===== config.mk =====
export PLATFORM = sky130hd
export DESIGN_NAME = sbm_fifo
export DESIGN_NICKNAME = d
export VERILOG_FILES = /design/src/sbm_pkg.sv /design/src/sbm_fifo.sv
export SDC_FILE = /design/constraint.sdc
export NUM_CORES = 1
export LEC_CHECK = 0
export BUFFER_PORTS_ARGS = -buffer_cell sky130_fd_sc_hd__buf_4
export CELL_PAD_IN_SITES_DETAIL_PLACEMENT = 0
export CELL_PAD_IN_SITES_GLOBAL_PLACEMENT = 2
export CORE_AREA = 3 3 155 157
export CTS_CLUSTER_DIAMETER = 80
export DETAILED_ROUTE_END_ITERATION = 8
export DIE_AREA = 0 0 158 160
export GPL_TIMING_DRIVEN = 0
export PLACE_DENSITY_LB_ADDON = 0.1
export SLEW_MARGIN = 5
export SYNTH_ARGS = -nofsm -noshare
export SYNTH_HDL_FRONTEND = slang
export SYNTH_SLANG_ARGS = --single-unit

===== constraint.sdc =====
create_clock -name clk -period 7.65 [get_ports clk]
set_input_delay 0.3825 -clock clk [delete_from_list [all_inputs] [get_ports clk]]
set_output_delay 0.3825 -clock clk [all_outputs]
set_load 0.05 [all_outputs]

===== src/sbm_pkg.sv =====
// Shared types, constants and arithmetic helpers of the separable box mean filter.
`default_nettype none
package sbm_pkg;

	// Default sizing of the block.
	localparam int DEF_MAX_WIDTH    = 1024;
	localparam int DEF_MAX_RADIUS   = 7;
	localparam int DEF_MAX_CHANNELS = 4;

	// Fixed internal field widths, sized for the largest legal parameters.
	localparam int COL_BITS   = 13;
	localparam int ROW_BITS   = 16;
	localparam int WDT_BITS   = 14;
	localparam int MOD_BITS   = 4;
	localparam int POS_BITS   = 18;
	localparam int SUM_BITS   = 12;
	localparam int CFG_DW     = 16;
	localparam int JOBQ_DEPTH = 4;

	// Configuration register indexes.
	typedef enum logic [1:0] {
		REG_WIDTH    = 2'd0,
		REG_HEIGHT   = 2'd1,
		REG_RADIUS   = 2'd2,
		REG_CHANNELS = 2'd3
	} reg_idx_t;

	// Input transaction payload.
	typedef struct packed {
		logic [7:0] in_chan0;
		logic [7:0] in_chan1;
		logic [7:0] in_chan2;
		logic [7:0] in_chan3;
	} in_pix_t;

	// Output transaction payload.
	typedef struct packed {
		logic [9:0]  out_col;
		logic [15:0] out_row;
		logic [7:0]  out_chan0;
		logic [7:0]  out_chan1;
		logic [7:0]  out_chan2;
		logic [7:0]  out_chan3;
		logic        last_of_run;
	} out_res_t;

	// Effective configuration after clamping.
	typedef struct packed {
		logic [WDT_BITS-1:0] w;
		logic [ROW_BITS-1:0] h;
		logic [2:0]          r;
		logic [2:0]          nch;
	} cfg_eff_t;

	// One classified pixel handed from the front to the back.
	typedef struct packed {
		logic [31:0]         pix;
		logic [COL_BITS-1:0] col;
		logic [ROW_BITS-1:0] row;
		logic [MOD_BITS-1:0] cm;
		logic [MOD_BITS-1:0] rm;
		logic                x_any;
		logic                x_end;
		logic                y_any;
		logic                y_end;
	} job_t;

	// Increment modulo a window depth, given the last index of the window.
	function automatic logic [MOD_BITS-1:0] mod_inc(input logic [MOD_BITS-1:0] m,
		input logic [MOD_BITS-1:0] last);
		return (m == last) ? '0 : m + 1'b1;
	endfunction

	// Rounded mean (sum + r) / (2r + 1) by a reciprocal multiply, exact for all sums.
	function automatic logic [7:0] mean_div(input logic [SUM_BITS-1:0] sum,
		input logic [2:0] r);
		logic [18:0]         rc;
		logic [SUM_BITS-1:0] n;
		logic [30:0]         prod;
		case (r)
			3'd0: rc = 19'd262144;
			3'd1: rc = 19'd87382;
			3'd2: rc = 19'd52429;
			3'd3: rc = 19'd37450;
			3'd4: rc = 19'd29128;
			3'd5: rc = 19'd23832;
			3'd6: rc = 19'd20165;
			3'd7: rc = 19'd17477;
			default: rc = 19'd262144;
		endcase
		n = sum + SUM_BITS'(r);
		prod = 31'(n) * 31'(rc);
		return prod[25:18];
	endfunction

endpackage
`default_nettype wire


===== src/sbm_fifo.sv =====
// Short queue of classified pixels between the front and the back.
`default_nettype none
module sbm_fifo (
	input  logic          clk,
	input  logic          arst_n,
	input  logic          push,
	input  sbm_pkg::job_t wdata,
	output logic          full,
	input  logic          pop,
	output logic          valid,
	output sbm_pkg::job_t rdata
);
	import sbm_pkg::*;

	localparam int PW = $clog2(JOBQ_DEPTH);

	job_t          mem_q [JOBQ_DEPTH];
	logic [PW-1:0] wptr_q;
	logic [PW-1:0] rptr_q;
	logic [PW:0]   cnt_q;

	assign full  = (cnt_q == (PW+1)'(JOBQ_DEPTH));
	assign valid = (cnt_q != '0);
	assign rdata = mem_q[rptr_q];

	// Storage.
	always_ff @(posedge clk) begin
		if (push) begin
			mem_q[wptr_q] <= wdata;
		end
	end

	// Pointers and fill level.
	always_ff @(posedge clk or negedge arst_n) begin
		if (!arst_n) begin
			wptr_q <= '0;
			rptr_q <= '0;
			cnt_q  <= '0;
		end else begin
			if (push) begin
				wptr_q <= wptr_q + 1'b1;
			end
			if (pop) begin
				rptr_q <= rptr_q + 1'b1;
			end
			if (push && !pop) begin
				cnt_q <= cnt_q + 1'b1;
			end else if (pop && !push) begin
				cnt_q <= cnt_q - 1'b1;
			end
		end
	end

endmodule
`default_nettype wire


---- After elaboration in Yosys (flattened, before gate mapping) ----
Memory sizes are Yosys's and may differ from the RTL's.
Cells that the tools add are included.
Widths: inputs -> output; s select.
storage, ports and cells
  register bits after elaboration ......... 7
  bits in writable memories ............... 292
  input bits .............................. 77
  output and inout bits ................... 75
  memories kept ........................... 1
cells by class
  add/subtract/negate cells ............... 4
  equal/unequal tests ..................... 1
  multiplexer cells ....................... 4
  reductions and logical operators ........ 6
memory list
  name   words  bits a word  rd ports  clocked after Yosys merged registers in  write ports  RTL line        source
  mem_q  4      73           1         0                                        1            sbm_fifo.sv:17  job_t mem_q [JOBQ_DEPTH];
operators with widths
  kind                 count
  $mux 3               2
  $add 2x1->2 const B  2
  $add 3x1->3 const B  1
  $eq 3x3->1 const B   1
  $reduce_bool 3->1    1
  $sub 3x1->3 const B  1
  $logic_and 1x1->1    2
  $logic_not 1->1      2
  $mux 1               2
  $reduce_bool 2->1    1

---- Longest topological paths before layout ----
  depth after elaboration ................. 4
  depth in mapped cells ................... 7
  mapped depth without buffers ............ 7

---- Worst setup path after synthesis ----
OpenSTA, ideal clock, no wires.
  path kind ............................... reg2reg
  start ................................... register wptr_q[0]
  end ..................................... memory mem_q[2][0] (netlist name), enable pin
  library setup time ...................... 0.439 ns
  data arrival time ....................... 2.322 ns
  data required time ...................... 7.211 ns
  path slack .............................. 4.889 ns
  stages on the path, launching flop included .. 4
  buffers on the path ..................... 0
  cells stage by stage .................... dfrtp_1 > inv_1 > ha_1 > and2_1
RTL lines
  element                 RTL line        source
  start, declared         sbm_fifo.sv:18  logic [PW-1:0] wptr_q;
  start signal, assigned  sbm_fifo.sv:41  wptr_q <= wptr_q + 1'b1;
  end, declared           sbm_fifo.sv:17
No word-level cell before the write port.

==> flow_summary_export.csv <==
group,metric,value,unit
routing,drt_pass1_iterations,4,
floorplan,rows,55,
timing,finalMaxSlewViolations,0,
floorplan,io_pins,152,
synthesis,synth_fa_ha_area_share,0.756,%
hold_path,hold_path_depth,1,
synthesis,synthCells,415,
worst_setup_path,crit_fanout,10,
clock_network,post-cts-setup-buffers,0,
floorplan,initial_core_util,48.3,%
place,hpwlAfterDp,11700,um
synthesis,ys_seq_area_share,81.9,%
finish,multi_input_area,1860,um^2
place,place_congestion,0.651,
global_routing,gr-total-overflow,0,
worst_setup_path,endpoint_kind,"output pin",
clock_network,numCtsBuffers,30,
timing,min_period,2.50,ns
hold_path,hold_end,"mem_q[1][43]$_DFFE_PP_",
worst_setup_path,cp-start-kind,"register",
clock_network,root_buffer,"clkbuf_16",
synthesis,synthSimpleGateAreaFrac,0.458,%
timing,finalHoldViolCount,0,
synthesis,synthXorXnorAreaFrac,0.481,%
synthesis,muxShareOfSynthArea,15.2,%
synthesis,synth_top_family_by_area,"multiplexers",
power_and_ir_drop,p_leak,4.67,nW
clock_network,cts_tree,"built",
timing,fin_ws,5.15,ns
synthesis,synth_nets,498,
floorplan,core_area,22600,um^2
place,place_area,12500,um^2
routing,drtAntennaViolNets,0,
timing,fin_skew,0.0148,ns
routing,vias,4880,
finish,fin_nets,686,
timing,tightest_slew,0.704,ns
routing,drc,0,
clock_network,cts_resized,0,
global_routing,grt_pass1_vias,5369,
global_routing,grt_start_max_net_pins,40,
power_and_ir_drop,pwr_density_cell,448,nW/um^2
timing,rsz0062_at_grt,"no",
place,io_buffer_count,151,
flow_run,maxCapViolations,0,
finish,antenna_cells,0,
timing,setup_viol,0,
finish,fillCellCount,1648,
power_and_ir_drop,max-vdd-ir-drop,220,uV
worst_setup_path,startpoint,"rptr_q[0]$_DFFE_PN0P_",
worst_setup_path,crit_required,7.27,ns
finish,final_area,13500,um^2
global_routing,grt_usage,15.5,%
run_status,status,"finished clean",
routing,routed_wl,19400,um
worst_setup_path,rr_endpoint,"mem_q[0][21]$_DFFE_PP_",
worst_setup_path,worstSetupPathType,"register to output pin",
finish,areaGrowthSynthToFinish,23.7,%
floorplan,die_y,160,um
finish,drive_above_1_share,46.9,%
timing,fmax,0.400,GHz
synthesis,syn-cell-area,10900,um^2
worst_setup_path,critPathArrivalTime,2.12,ns
routing,drt_iter0_drc,246,
routing,vias_per_cell,5.35,
global_routing,grt_pass1_wl,29900,um
worst_setup_path,r2r_slack,5.79,ns
synthesis,synth_flop_cell,"edfxtp_1",
hold_path,hold_class,"input port to register",
global_routing,antenna_found_initial,0,
synthesis,ys_top_cells_by_count,"292 x edfxtp_1, 73 x mux4_2, 7 x buf_2, 7 x dfrtp_1, 6 x buf_6",
synthesis,avgSynthCellArea,26.3,um^2
routing,routedWlPerCell,21.2,um
synthesis,synth.distinct_cells,19,
floorplan,die_area,25300,um^2
timing,slew_headroom,53.1,%
finish,final_util,59.7,%
clock_network,cts_hold_buf,1,
finish,regArea,8940,um^2
clock_network,insertion_delay,0.53,ns
worst_setup_path,r2r_cells,4,
clock_network,clockBufferDepth,3,
timing,post-route-period-util,32.7,%
synthesis,yosys.area.top_type,"edfxtp_1",
synthesis,synth-seq-cells,299,
synthesis,yosys-top-cells-area,"edfxtp_1 80%, mux4_2 15%, dfrtp_1 1.6%",
worst_setup_path,r2r-start,"wptr_q[0]$_DFFE_PN0P_",
synthesis,synth_most_common_cell,"edfxtp_1",
power_and_ir_drop,total_power,0.00605,W
hold_path,hp-start,"wdata[43]",
synthesis,synth_compound_area_share,0.0458,%
floorplan,die_w,158,um
clock_network,cts.sinks,299,
timing,setup_tns,0,ns
clock_network,cts_max_level,1,
place,post-place-ws,5.67,ns
synthesis,async_flop_share,2.34,%
synthesis,synth_warnings,0,
synthesis,synth_top_area_share,80.3,%
synthesis,synth_edf_count,292,
clock_network,clk_pin_slew,0.06,ns
-- per-layer routing --
metal / part of all wire [%] / wire length (um) / GRT usage, % / up-vias
li1: - / - / - / 2160
met1: 40 / 7840 / 20.1 / 2552
met2: 51 / 9950 / 26.4 / 131
met3: 5.8 / 1120 / 3.52 / 37
met4: 2.4 / 474 / 4.22 / 0
met5: 0 / 0 / 0 / -
-- cell type report --
class | count | share of cell area (%)
Clock buffer | 37 | 5.91
Clock inverter | 19 | 1.26
Tap cell | 285 | 2.64
Buffer | 16 | 0.898
Sequential cell | 299 | 66.2
Inverter | 4 | 0.111
Timing Repair Buffer | 156 | 9.28
Multi-Input combinational cell | 96 | 13.7
-- layout by cell type (no fill, tap or decap), types with 5 or more instances in the layout --
cell       instances
edfxtp_1         292
buf_4            153
mux4_2            73
clkbuf_16         31
clkinv_2          10
clkbuf_1           7
buf_2              7
dfrtp_1            7
buf_6              6
ha_1               5
-- per-stage QoR --
step,hold WS [ns],std cells
final,0.0382,912
after global routing,0.0154,912
after CTS,0.0119,912
after detailed placement,0.204,855
after global placement,0.200,851
after floorplan,0.0869,415
-- critical path, stage by stage (launching register included) --
cell	delay (ns)
dfrtp_1	0.39
buf_6	0.22
buf_6	0.22
mux4_2	0.54
buf_4	0.21
-- how the worst max path moves through the flow --
stage,slack [ns],to,depth (start not counted)
2_1_floorplan,4.89,mem_q[2][0]$_DFFE_PP_,3
3_3_place_gp,3.46,mem_q[0][15]$_DFFE_PP_,3
3_5_place_dp,5.67,rdata[32],4
4_1_cts,5.10,rdata[32],4
5_1_grt,5.05,rdata[55],4
6_report,5.15,rdata[55],4
-- sequential cells by signal (all words and copies together), names as in the netlist --
signal / count
cnt_q: 3
mem_q: 292
rptr_q: 2
wptr_q: 2
-- logic make-up (layout without fill, tap and decap cells) --
| group | count (synthesis) | in the layout |
|---|---|---|
| flip-flops | 299 | 299 |
| AND/OR/NAND/NOR | 9 | 9 |
| multiplexers | 74 | 74 |
| adder cells (fa/ha/maj) | 6 | 6 |
| AO/OA/AOI/OAI | 1 | 1 |
| XOR/XNOR | 6 | 6 |
| buffers and inverters | 20 | 232 |
-- report_power, final --
group          internal, W  total, W  switching, W
logic             0.000855   0.00244       0.00158
clock network     0.000839   0.00140      0.000564
registers          0.00214   0.00221     0.0000696
No activity file was read; power rests on OpenSTA's default activity.
