**src/sbm_pkg.sv**
```systemverilog
// Shared types, constants and arithmetic helpers of the separable box mean filter.
`default_nettype none
package sbm_pkg;

	// Default sizing of the block.
	localparam int DEF_MAX_WIDTH    = 1024;
	localparam int DEF_MAX_RADIUS   = 7;
	localparam int DEF_MAX_CHANNELS = 4;

	// Fixed internal field widths, sized for the largest legal parameters.
	localparam int COL_BITS   = 13;
	localparam int ROW_BITS   = 16;
	localparam int WDT_BITS   = 14;
	localparam int MOD_BITS   = 4;
	localparam int POS_BITS   = 18;
	localparam int SUM_BITS   = 12;
	localparam int CFG_DW     = 16;
	localparam int JOBQ_DEPTH = 4;

	// Configuration register indexes.
	typedef enum logic [1:0] {
		REG_WIDTH    = 2'd0,
		REG_HEIGHT   = 2'd1,
		REG_RADIUS   = 2'd2,
		REG_CHANNELS = 2'd3
	} reg_idx_t;

	// Input transaction payload.
	typedef struct packed {
		logic [7:0] in_chan0;
		logic [7:0] in_chan1;
		logic [7:0] in_chan2;
		logic [7:0] in_chan3;
	} in_pix_t;

	// Output transaction payload.
	typedef struct packed {
		logic [9:0]  out_col;
		logic [15:0] out_row;
		logic [7:0]  out_chan0;
		logic [7:0]  out_chan1;
		logic [7:0]  out_chan2;
		logic [7:0]  out_chan3;
		logic        last_of_run;
	} out_res_t;

	// Effective configuration after clamping.
	typedef struct packed {
		logic [WDT_BITS-1:0] w;
		logic [ROW_BITS-1:0] h;
		logic [2:0]          r;
		logic [2:0]          nch;
	} cfg_eff_t;

	// One classified pixel handed from the front to the back.
	typedef struct packed {
		logic [31:0]         pix;
		logic [COL_BITS-1:0] col;
		logic [ROW_BITS-1:0] row;
		logic [MOD_BITS-1:0] cm;
		logic [MOD_BITS-1:0] rm;
		logic                x_any;
		logic                x_end;
		logic                y_any;
		logic                y_end;
	} job_t;

	// Increment modulo a window depth, given the last index of the window.
	function automatic logic [MOD_BITS-1:0] mod_inc(input logic [MOD_BITS-1:0] m,
		input logic [MOD_BITS-1:0] last);
		return (m == last) ? '0 : m + 1'b1;
	endfunction

	// Rounded mean (sum + r) / (2r + 1) by a reciprocal multiply, exact for all sums.
	function automatic logic [7:0] mean_div(input logic [SUM_BITS-1:0] sum,
		input logic [2:0] r);
		logic [18:0]         rc;
		logic [SUM_BITS-1:0] n;
		logic [30:0]         prod;
		case (r)
			3'd0: rc = 19'd262144;
			3'd1: rc = 19'd87382;
			3'd2: rc = 19'd52429;
			3'd3: rc = 19'd37450;
			3'd4: rc = 19'd29128;
			3'd5: rc = 19'd23832;
			3'd6: rc = 19'd20165;
			3'd7: rc = 19'd17477;
			default: rc = 19'd262144;
		endcase
		n = sum + SUM_BITS'(r);
		prod = 31'(n) * 31'(rc);
		return prod[25:18];
	endfunction

endpackage
`default_nettype wire

```
**src/sbm_front.sv**
```systemverilog
// Front end: accepts pixels, tracks the raster position and classifies each pixel.
`default_nettype none
module sbm_front #(
	parameter int MAX_RADIUS = sbm_pkg::DEF_MAX_RADIUS
) (
	input  logic             clk,
	input  logic             arst_n,
	input  sbm_pkg::cfg_eff_t cfg,
	input  logic             restart,
	input  logic             in_valid,
	output logic             in_ready,
	input  sbm_pkg::in_pix_t in_data,
	input  logic             job_full,
	output logic             job_push,
	output sbm_pkg::job_t    job
);
	import sbm_pkg::*;

	localparam int WIN = 2 * MAX_RADIUS + 1;

	logic [COL_BITS-1:0] col_q;
	logic [ROW_BITS-1:0] row_q;
	logic [MOD_BITS-1:0] cm_q;
	logic [MOD_BITS-1:0] rm_q;
	logic [COL_BITS-1:0] wm1;
	logic [ROW_BITS-1:0] hm1;
	logic                col_last;
	logic                row_last;

	assign in_ready = !job_full;
	assign job_push = in_valid && in_ready;
	assign wm1      = COL_BITS'(cfg.w - 1'b1);
	assign hm1      = cfg.h - 1'b1;
	assign col_last = (col_q == wm1);
	assign row_last = (row_q == hm1);

	// Classify the pixel: which horizontal and vertical runs it completes.
	always_comb begin
		job.pix[7:0]   = in_data.in_chan0;
		job.pix[15:8]  = (cfg.nch >= 3'd2) ? in_data.in_chan1 : 8'd0;
		job.pix[23:16] = (cfg.nch >= 3'd3) ? in_data.in_chan2 : 8'd0;
		job.pix[31:24] = (cfg.nch >= 3'd4) ? in_data.in_chan3 : 8'd0;
		job.col        = col_q;
		job.row        = row_q;
		job.cm         = cm_q;
		job.rm         = rm_q;
		job.x_end      = col_last;
		job.x_any      = col_last || (col_q >= COL_BITS'(cfg.r));
		job.y_end      = row_last;
		job.y_any      = row_last || (row_q >= ROW_BITS'(cfg.r));
	end

	// Raster position of the next pixel; a configuration write restarts the frame.
	always_ff @(posedge clk or negedge arst_n) begin
		if (!arst_n) begin
			col_q <= '0;
			row_q <= '0;
			cm_q  <= '0;
			rm_q  <= '0;
		end else if (restart) begin
			col_q <= '0;
			row_q <= '0;
			cm_q  <= '0;
			rm_q  <= '0;
		end else if (job_push) begin
			if (col_last) begin
				col_q <= '0;
				cm_q  <= '0;
				if (row_last) begin
					row_q <= '0;
					rm_q  <= '0;
				end else begin
					row_q <= row_q + 1'b1;
					rm_q  <= mod_inc(rm_q, MOD_BITS'(WIN - 1));
				end
			end else begin
				col_q <= col_q + 1'b1;
				cm_q  <= mod_inc(cm_q, MOD_BITS'(WIN - 1));
			end
		end
	end

endmodule
`default_nettype wire

```
**config.mk**
```make
export PLATFORM = sky130hd
export DESIGN_NAME = sbm_front
export DESIGN_NICKNAME = d
export VERILOG_FILES = /design/src/sbm_pkg.sv /design/src/sbm_front.sv
export SDC_FILE = /design/constraint.sdc
export NUM_CORES = 1
export LEC_CHECK = 0
export ABC_AREA = 1
export BUFFER_PORTS_ARGS = -buffer_cell sky130_fd_sc_hd__buf_2
export CAP_MARGIN = 20
export CORE_ASPECT_RATIO = 0.7
export CORE_MARGIN = 2
export CORE_UTILIZATION = 37
export CTS_BUF_LIST = sky130_fd_sc_hd__clkbuf_16
export CTS_CLUSTER_SIZE = 16
export DETAILED_ROUTE_END_ITERATION = 6
export PLACE_DENSITY_LB_ADDON = 0.05
export SETUP_SLACK_MARGIN = 0.05
export SLEW_MARGIN = 0
export SYNTH_ARGS = -nofsm -noshare
export SYNTH_HDL_FRONTEND = slang
export SYNTH_SLANG_ARGS = --single-unit
```
**constraint.sdc**
```tcl
create_clock -name clk -period 2.2 [get_ports clk]
set_input_delay 0.22 -clock clk [delete_from_list [all_inputs] [get_ports clk]]
set_output_delay 0.22 -clock clk [all_outputs]
set_load 0.03 [all_outputs]
```
# Yosys cells after proc, flatten, opt, wreduce, memory -nomap -nowiden
# Index checks and enable logic that the tools add are counted.
# totals
register_bits,37
latchBits,0
mem_bits_rw,0
mem_bits_ro,0
out_inout_bits,75
elab_cells,45
n_memories,0
# classes
add_sub_neg,6
multipliers,0
div_mod_pow,0
magnitude_cmp,5
n_eq_ne,4
n_shift,0
mux,19
bitwise_logic,0
reduce_logical,7
# ops
op,n
16-bit two-way mux,4
13-bit two-way mux,3
4-bit two-way mux,9
8-bit two-way mux,3
16-bit by 1-bit adder with 16-bit output (second input constant),1
16-bit == test,1
16-bit by 3-bit greater-or-equal comparator with 1-bit output,1
16-bit by 1-bit subtractor with 16-bit output (second input constant),1
13-bit by 1-bit adder with 13-bit output (second input constant),1
13-bit == test,1
13-bit by 3-bit greater-or-equal comparator with 1-bit output,1
13-bit by 1-bit subtractor with 13-bit output (second input constant),1
4-bit by 1-bit adder with 4-bit output (second input constant),2
4-bit == test (second input constant),2
3-bit by 2-bit greater-or-equal comparator with 1-bit output (second input constant),2
2-bit nonzero test,2
3-bit greater-or-equal comparator (second input constant),1
1-bit logical OR,2
2-bit AND reduction,1
1-bit logical AND,1
1-bit zero test,1

# Longest topological paths before layout
# depth
word_depth,6
mapped_depth,16
ltp_nobuf,15

# Worst setup path after synthesis
# OpenSTA, ideal clock, no wires.
# synth_timing
kind,reg-to-reg
from,register col_q[0]
to,register row_q[1]
setup_ps,127
arrival_ps,1817
path_slack_ps,257
stages_incl_launch_ff,15
path_buffers,1
path_cell_list,dfrtp_1 -> inv_1 -> nand2_1 -> nand2_1 -> nor2_1 -> nand2_1 -> nor2_1 -> nand3_1 -> nor2_1 -> nand3_2 -> nand2_2 -> nand2_2 -> buf_4 -> nand2_1 -> o21ai_0
# synth_via
elab_chain_cells,3
# synth_rtl
element,line_no,rtl
from (decl),sbm_front.sv:21,logic [COL_BITS-1:0] col_q;
from (signal assigned),sbm_front.sv:77,col_q <= col_q + 1'b1;
13-bit == test,sbm_front.sv:34,assign col_last = (col_q == wm1);
2-bit nonzero test (no source line),--,
2-bit AND reduction (no source line),--,
to (signal assigned),sbm_front.sv:73,row_q <= row_q + 1'b1;
to (decl),sbm_front.sv:22,logic [ROW_BITS-1:0] row_q;
# No other way between the ends.
# A chain may end at the register's enable or synchronous reset.

==> impl_metrics.json <==
{
  "port_buffers": 130,
  "outcome": "complete, no violations",
  "grt_max_degree": 38,
  "period_share_pct": 96.5,
  "criticalPathCategory": "reg2out",
  "critPathSlowestCell": "dfrtp_2",
  "mostFrequentLayoutCell": "nand2_1",
  "crit_arrival_ns": 1.90,
  "worst-path-max-fanout": 3,
  "syn_nets": 791,
  "synth_flop_cell": "dfrtp_1",
  "syn_avg_cell_area_um2": 5.84,
  "setup_viol": 0,
  "htree_levels": 2,
  "drc": 0,
  "antennaDiodeCount": 0,
  "critPathMaxStageDelay_ns": 0.44,
  "ant_nets": 0,
  "clock.fmax_ghz": 0.471,
  "leakagePower_nw": 3.13,
  "synth_cell_types": 34,
  "rsz0062_at_grt": "true",
  "grt_pass1_wl_mm": 21.1,
  "rows": 32,
  "hold_class": "in2async",
  "final.fill_count": 1171,
  "die_y_um": 92.2,
  "drtIter0Drc": 238,
  "path_cells": "ha_4, or4_4, nor4_4, nand4_1, buf_6",
  "pin_count": 148,
  "cts.path.max_buffers": 2,
  "reg2reg_from": "col_q[0]",
  "preCtsSetupSlack_ns": -0.0221,
  "hold_viol": 0,
  "gr-total-overflow": 0,
  "synth_edf_count": 0,
  "final_cell_mix": "nand2_1 (230), buf_2 (126), inv_1 (104)",
  "hpwl_mm": 10.8,
  "finish.net_count": 956,
  "cts_made_buffers": 5,
  "die_width_um": 130,
  "placedInstanceArea_um2": 5110,
  "async_flop_share_pct": 100,
  "clk_latency_ns": 0.28,
  "postLayoutSetupSlackWorst_ns": 0.0778,
  "area_growth_pct": 34.8,
  "cts_num_sinks": 37,
  "yosysSeqAreaShare_pct": 22.5,
  "place_congestion": 0.914,
  "multiInputGateArea_um2": 2780,
  "design_area_um2": 5540,
  "finalMaxSlewViolations": 0,
  "crit_family": "simple AND/OR/NAND/NOR gates",
  "clkTransAtPathRegs_ns": 0.06,
  "crit_buf_inv": 1,
  "wirelength_mm": 13.4,
  "reg2regPathDepth": 15,
  "timing.hold.ws_ns": 0.0594,
  "end_kind": "output port",
  "antenna_found_initial": 0,
  "fin_skew_ns": 0.00328,
  "drive_above_1_share_pct": 28.5,
  "synth-warning-count": 0,
  "die_area_um2": 12000,
  "clockRootBuffer": "clkbuf_16",
  "grt_pass1_vias": 4329,
  "via_count": 4869,
  "powerDensity_nw_per_um2": 428,
  "worst_pin_slew_ns": 0.871,
  "setup_tns_ns": 0,
  "routedWlPerCell_um": 13.1,
  "r2r-end": "row_q[11]",
  "ys_ff_latch": 37,
  "start_util_pct": 37.6,
  "drv_cap": 0,
  "required_ns": 1.98,
  "relSlewSlack_pct": 41.9,
  "syn_inst": 704,
  "cts_tree": "yes",
  "grt_use_total_pct": 22.3,
  "irDropWorstVdd_v": 0.000359,
  "coreArea_um2": 10900,
  "first_pass_iters": 5,
  "ff2ff_setup_slack_ns": 0.14,
  "ff_latch_area_um2": 938,
  "cp-start-kind": "flip-flop",
  "period_minus_slack_ns": 2.12,
  "synth_area_um2": 4110,
  "viasPerCell": 4.76
}
[kinds of logic (layout without fill, tap and decap cells)]
group	count (synthesis)	in the layout	share of synthesized area, %
and+or+nand+nor	451	451	46.8
xor gates and xnor gates	36	36	7.67
DFF	37	37	22.5
AOI/OAI and AO/OA	35	35	5.12
adders and majority gates	14	14	4.26
buffers and inverters	131	296	13.6
[flip-flops by register name (all words and copies together) (netlist names)]
signal / flops
rm_q: 4
row_q: 16
col_q: 13
cm_q: 4
[final cells by class]
type	instances	share of cell area (%)
Sequential cell	37	16.9
Timing Repair Buffer	180	19.7
Clock buffer	5	2.26
Inverter	109	7.39
Multi-Input combinational cell	536	50.1
Clock inverter	2	0.136
Tap cell	153	3.46
[routing by layer]
metal  global-route usage [%]  vias to the layer above  routed length [µm]
li1                         -                     2491                   -
met1                     33.1                     2203                6770
met2                     33.3                      159                5550
met3                     5.25                       16                 945
met4                     3.05                        0                 124
met5                        0                        -                   0
[worst register-to-register path, stage by stage (launching register included)]
cell,delay (ns)
dfrtp_1,0.38
inv_2,0.05
nand2_1,0.06
nand2_1,0.06
nor2_2,0.14
nand2_1,0.07
nor2_1,0.11
nand3_1,0.13
nor2_1,0.15
nand3_2,0.09
buf_4,0.15
buf_4,0.13
o21ai_4,0.16
buf_12,0.19
nand2_1,0.07
nand2_1,0.06
[synthesized netlist by cell type, types with 4 or more instances]
library cell	instances	share of area, %
nand2_1	236	22
nor3_1	12	1.5
dfrtp_1	37	23
xor2_1	23	4.9
nor2_1	110	10
nand2_2	4	0.61
nand3b_1	9	1.6
o21ai_0	17	2.1
nor2_2	4	0.61
xnor2_1	13	2.8
buf_4	11	2.0
nand4_1	10	1.5
inv_1	108	9.9
ha_1	14	4.3
nand3_1	45	5.5
clkbuf_1	5	0.46
a21oi_1	9	1.1
nor4_1	7	1.1
[per-stage QoR]
stage	total power, mW	utilization (%)	instances
global route	2.54	50.7	1022
finish	2.37	50.7	1022
global placement	1.64	46.7	1001
detailed placement	1.65	46.7	1001
floorplan	1.36	-	704
CTS	2.36	48.7	1012
[worst max path at each step]
stage / startpoint / end / cells after the start
final: col_q[2] / job[3] / 5
after global routing: col_q[0] / job[3] / 12
after CTS: col_q[2] / job[3] / 5
after detailed placement: cfg[23] / rm_q[0] / 17
after global placement: cfg[23] / rm_q[0] / 17
after floorplan: col_q[0] / row_q[1] / 14
[repair_timing]
item | 4_1_cts | 5_1_grt
buffers inserted | 4 | 10
resized for setup | 20 | 40
pin swaps | 4 | 9
hold buffers | 0 | 0
endpoints found under the setup margin | 4 | 7
[power breakdown]
| part | internal, mW | leakage [nW] | switching [mW] | total [mW] |
|---|---|---|---|---|
| Combinational | 0.334 | 2.57 | 0.583 | 0.916 |
| Sequential | 0.729 | 0.491 | 0.0588 | 0.788 |
| Clock | 0.405 | 0.0685 | 0.263 | 0.668 |
| Total | 1.47 | 3.13 | 0.904 | 2.37 |
Power figures use the tool's default switching activity.
